[config.mk]
export PLATFORM = sky130hd
export DESIGN_NAME = ffha_ram
export DESIGN_NICKNAME = d
export VERILOG_FILES = /design/src/hdl/first_fit_heap_allocator_top_defines.svh /design/src/hdl/ffha_ram.sv
export SDC_FILE = /design/constraint.sdc
export NUM_CORES = 1
export LEC_CHECK = 0
export ABC_AREA = 1
export BUFFER_PORTS_ARGS = -buffer_cell sky130_fd_sc_hd__buf_2
export CORE_MARGIN = 2
export CORE_UTILIZATION = 24
export CTS_CLUSTER_SIZE = 12
export DETAILED_ROUTE_END_ITERATION = 10
export GPL_TIMING_DRIVEN = 0
export PLACE_DENSITY_LB_ADDON = 0.1
export SLEW_MARGIN = 0
export SYNTH_ARGS = -nofsm -noshare
export SYNTH_HDL_FRONTEND = slang
export SYNTH_SLANG_ARGS = --single-unit
[constraint.sdc]
create_clock -name clk -period 1.71 [get_ports clk]
set_input_delay 0.342 -clock clk [delete_from_list [all_inputs] [get_ports clk]]
set_output_delay 0.342 -clock clk [all_outputs]
set_load 0.05 [all_outputs]
[src/hdl/first_fit_heap_allocator_top_defines.svh]
// Assertion macros for the first-fit heap allocator.
`ifndef FIRST_FIT_HEAP_ALLOCATOR_TOP_DEFINES_SVH
`define FIRST_FIT_HEAP_ALLOCATOR_TOP_DEFINES_SVH
// Check a property on the rising clock edge, outside reset.
`define FFHA_ASSERT(label, prop, msg) \
  label: assert property (@(posedge clk) disable iff (rst) (prop)) else $error(msg);
// Same check, also active during reset.
`define FFHA_ASSERT_ALWAYS(label, prop, msg) \
  label: assert property (@(posedge clk) (prop)) else $error(msg);
`endif

[src/hdl/ffha_ram.sv]
// Generic simple dual-port RAM with registered read.
`timescale 1ns / 1ps
module ffha_ram #(
  parameter int WIDTH = 8,
  parameter int DEPTH = 16
) (
  input  logic                     clk,
  input  logic                     we,
  input  logic [$clog2(DEPTH)-1:0] waddr,
  input  logic [WIDTH-1:0]         wdata,
  input  logic [$clog2(DEPTH)-1:0] raddr,
  output logic [WIDTH-1:0]         rdata
);
  logic [WIDTH-1:0] mem [DEPTH];

  always_ff @(posedge clk) begin
    if (we) begin
      mem[waddr] <= wdata;
    end
    rdata <= mem[raddr];
  end
endmodule

# == After elaboration in Yosys (flattened, before gate mapping) ==
# Memory sizes are Yosys's and may differ from the RTL's. A register that Yosys moved wholly into a read port is not among the register bits.
# Index checks and enable logic that the tools add are counted.
# classes
n_mux,2
# op_table
op,count
$mux W1,2
# word_totals
input_bits,18
n_memories,1
wordCells,3
ff_bits,0
ramBits,128
# mem_list
name,depth,width,rd,rd_ports_with_merged_regs,write_ports,line_no,rtl
mem,16,8,1,1,1,ffha_ram.sv:14,logic [WIDTH-1:0] mem [DEPTH];

# == Depth between registers and ports, before layout ==
# depth
ltp_word,2
mapped_depth,8
depth_no_buf,7

# == Worst setup path before layout ==
# Ideal clock, no wire load.
# synth_path
kind,input -> register
from,input waddr[2]
to,memory mem[10][0] (enable)
slack_ns,0.417
path_buffers,0
required_ns,1.340
t_arrival_ns,0.923
path_stages,2
setup_time_ns,0.370
path_cell_list,nand3b_1 -> nor2_1
# synth_lines
element,line_no,rtl
from (decl),ffha_ram.sv:9,"input logic [$clog2(DEPTH)-1:0] waddr,"
to (decl),ffha_ram.sv:14,
# No word-level cell before the write port.

# == Final worst setup path ==
# layout_path
from,input waddr[0]
to,memory mem[12][3] (enable)
# No word-level cell before the write port.

==> flow_summary.yaml <==
outcome:
  status: "complete, no violations"
critical_path:
  worstSetupEndpointType: "register"
  cpPeakStageDelay_ps: 860
  critical_path_class: "in2reg"
  cp_cell_sequence: "buf_2, inv_1, nand2_1, nor2_1"
  path_max_fanout: 8
  critPathSlowestCell: "nor2_1"
  worstPathArrival_ps: 1530
  reg2regPathDepth: 6
  cp.required_ps: 1740
  start_kind: "input port"
sta:
  finalMaxSlewViolations: 0
  timing.final.crit_share: 0.873
  tightestPinTransition_ps: 1090
  whs_ps: 373
  fin_skew_ps: 13.1
  rsz0062_at_grt: "no"
  max_freq_mhz: 670
  setup_viol: 0
  min_period_ps: 1490
  layout_setup_ws_ps: 217
  slew_headroom: 0.271
  finalHoldViolCount: 0
clock_network:
  cts_tree: "built"
  path_clk_slew_ps: 60
  cts_root_buffer: "clkbuf_16"
  cts.repair.resized: 0
  clock_latency_ps: 430
  cts_setup_buffers: 0
  numCtsBuffers: 17
  clk_path_buf_depth: 2
  postCtsHoldBufs: 0
  cts_max_level: 4
  cts.sinks: 136
final_layout:
  final_nets: 610
  mostFrequentLayoutCell: "nand2_1"
  post-route-util: 0.290
  drive_above_1_share: 0.119
  diodes: 0
  finalNonFillerCells: 924
  final_cell_mix: "nand2_1 (173), edfxtp_1 (128), inv_1 (100)"
  area_growth_pct: 18.3
die:
  row_count: 56
  start_util: 0.245
  die_area_mm2: 0.0253
  die-width_um: 159
  core_area_mm2: 0.0235
  io_pins: 26
  die_h_um: 159
placed_design:
  routabilityCongestion: 0.784
  dp_cells: 892
  hpwl_um: 11000
  portBuffers: 22
  dp_slack_ps: -243
synth:
  yosys_warnings: 0
  avgSynthCellArea_um2: 10.5
  synthCells: 551
  synth-seq-area-share: 0.694
  yosys_register_bits: 136
  netlist_area_mm2: 0.00577
  syn_nets: 569
  yosysUniqueCellTypes: 12
power_and_ir_drop:
  ir_worst_vdd_mv: 0.696
  leakagePower_nw: 2.87
  power_mw: 7.77
  powerDensity_mw_per_mm2: 1140
min_path:
  whs_path_depth: 1
  hp-class: "in2reg"
flow_run:
  drv_cap: 0
route:
  via_count: 3789
  drt-pass1-iter-count: 6
  wl_per_cell_um: 17.8
  ant_nets: 0
  drc: 0
  vias_per_cell: 4.10
  wl_um: 16500
  drt_iter0_markers: 327
grt:
  grt_pass1_vias: 3911
  grt_pass1_wl_um: 24800
  antenna_found_initial: 0
  grt-ovfl-total: 0
  grt_max_degree: 17
  track_usage: 0.137
==> layer usage <==
| layer | track usage | part of all wire | up-vias |
|---|---|---|---|
| met5 | 0 | 0 | - |
| met4 | 0.0545 | 0.025 | 0 |
| met3 | 0.0331 | 0.045 | 20 |
| met2 | 0.209 | 0.45 | 96 |
| met1 | 0.187 | 0.48 | 1813 |
| li1 | - | - | 1860 |
==> cell usage after synthesis <==
cell type / number / area share
nor2_1: 17 / 0.011
nand3b_1: 2 / 0.0026
inv_2: 2 / 0.0013
buf_4: 4 / 0.0052
nand3_1: 97 / 0.084
nand2_1: 173 / 0.11
inv_1: 100 / 0.065
buf_1: 1 / 0.00065
buf_6: 6 / 0.012
dfxtp_1: 8 / 0.028
edfxtp_1: 128 / 0.67
buf_2: 13 / 0.011
==> power by group <==
| group | internal (mW) | switching, mW |
|---|---|---|
| combinational | 0.143 | 0.441 |
| sequential | 3.73 | 0.0178 |
| clock | 2.12 | 1.32 |
| total | 5.99 | 1.78 |
==> layout make-up <==
type / count / area, µm²
well taps: 319 / 399
inverters: 102 / 383
repair buffers: 22 / 110
flip-flops and latches: 136 / 4000
clock buffers: 21 / 440
plain buffers: 24 / 166
fillers: 2527 / 16700
multi-input cells: 289 / 1210
clock inverters: 11 / 106
==> cell families after synthesis <==
| group | Yosys count | synth area share |
|---|---|---|
| buf+inv | 126 | 0.0952 |
| flops | 136 | 0.694 |
| simple gates | 289 | 0.210 |
==> final timing paths <==
| check | start | end | slack [ps] |
|---|---|---|---|
| max | waddr[0] | mem[12][3]$_DFFE_PP_ | 220 |
| max reg2reg | mem[4][1]$_DFFE_PP_ | rdata[1]$_DFF_P_ | 640 |
| min | wdata[5] | mem[5][5]$_DFFE_PP_ | 370 |
| min reg2reg | mem[12][5]$_DFFE_PP_ | rdata[5]$_DFF_P_ | 690 |
==> sequential cells by signal, indices dropped and copies added, names as in the netlist <==
signal,cells
rdata,8
mem,128
==> stage by stage <==
stage	setup TNS [ps]	instance area (µm²)
floorplan	0	5770
global placement	-13400	6280
detailed placement	-13350	6280
CTS	0	6820
global route	0	6820
finish	0	6820
==> worst max-delay path, delay by kind of cell <==
kind	cells	cell delay, ps
buffers and inverters	2	170
and+or+nand+nor	2	1000
(Power assumes the default switching activity.)
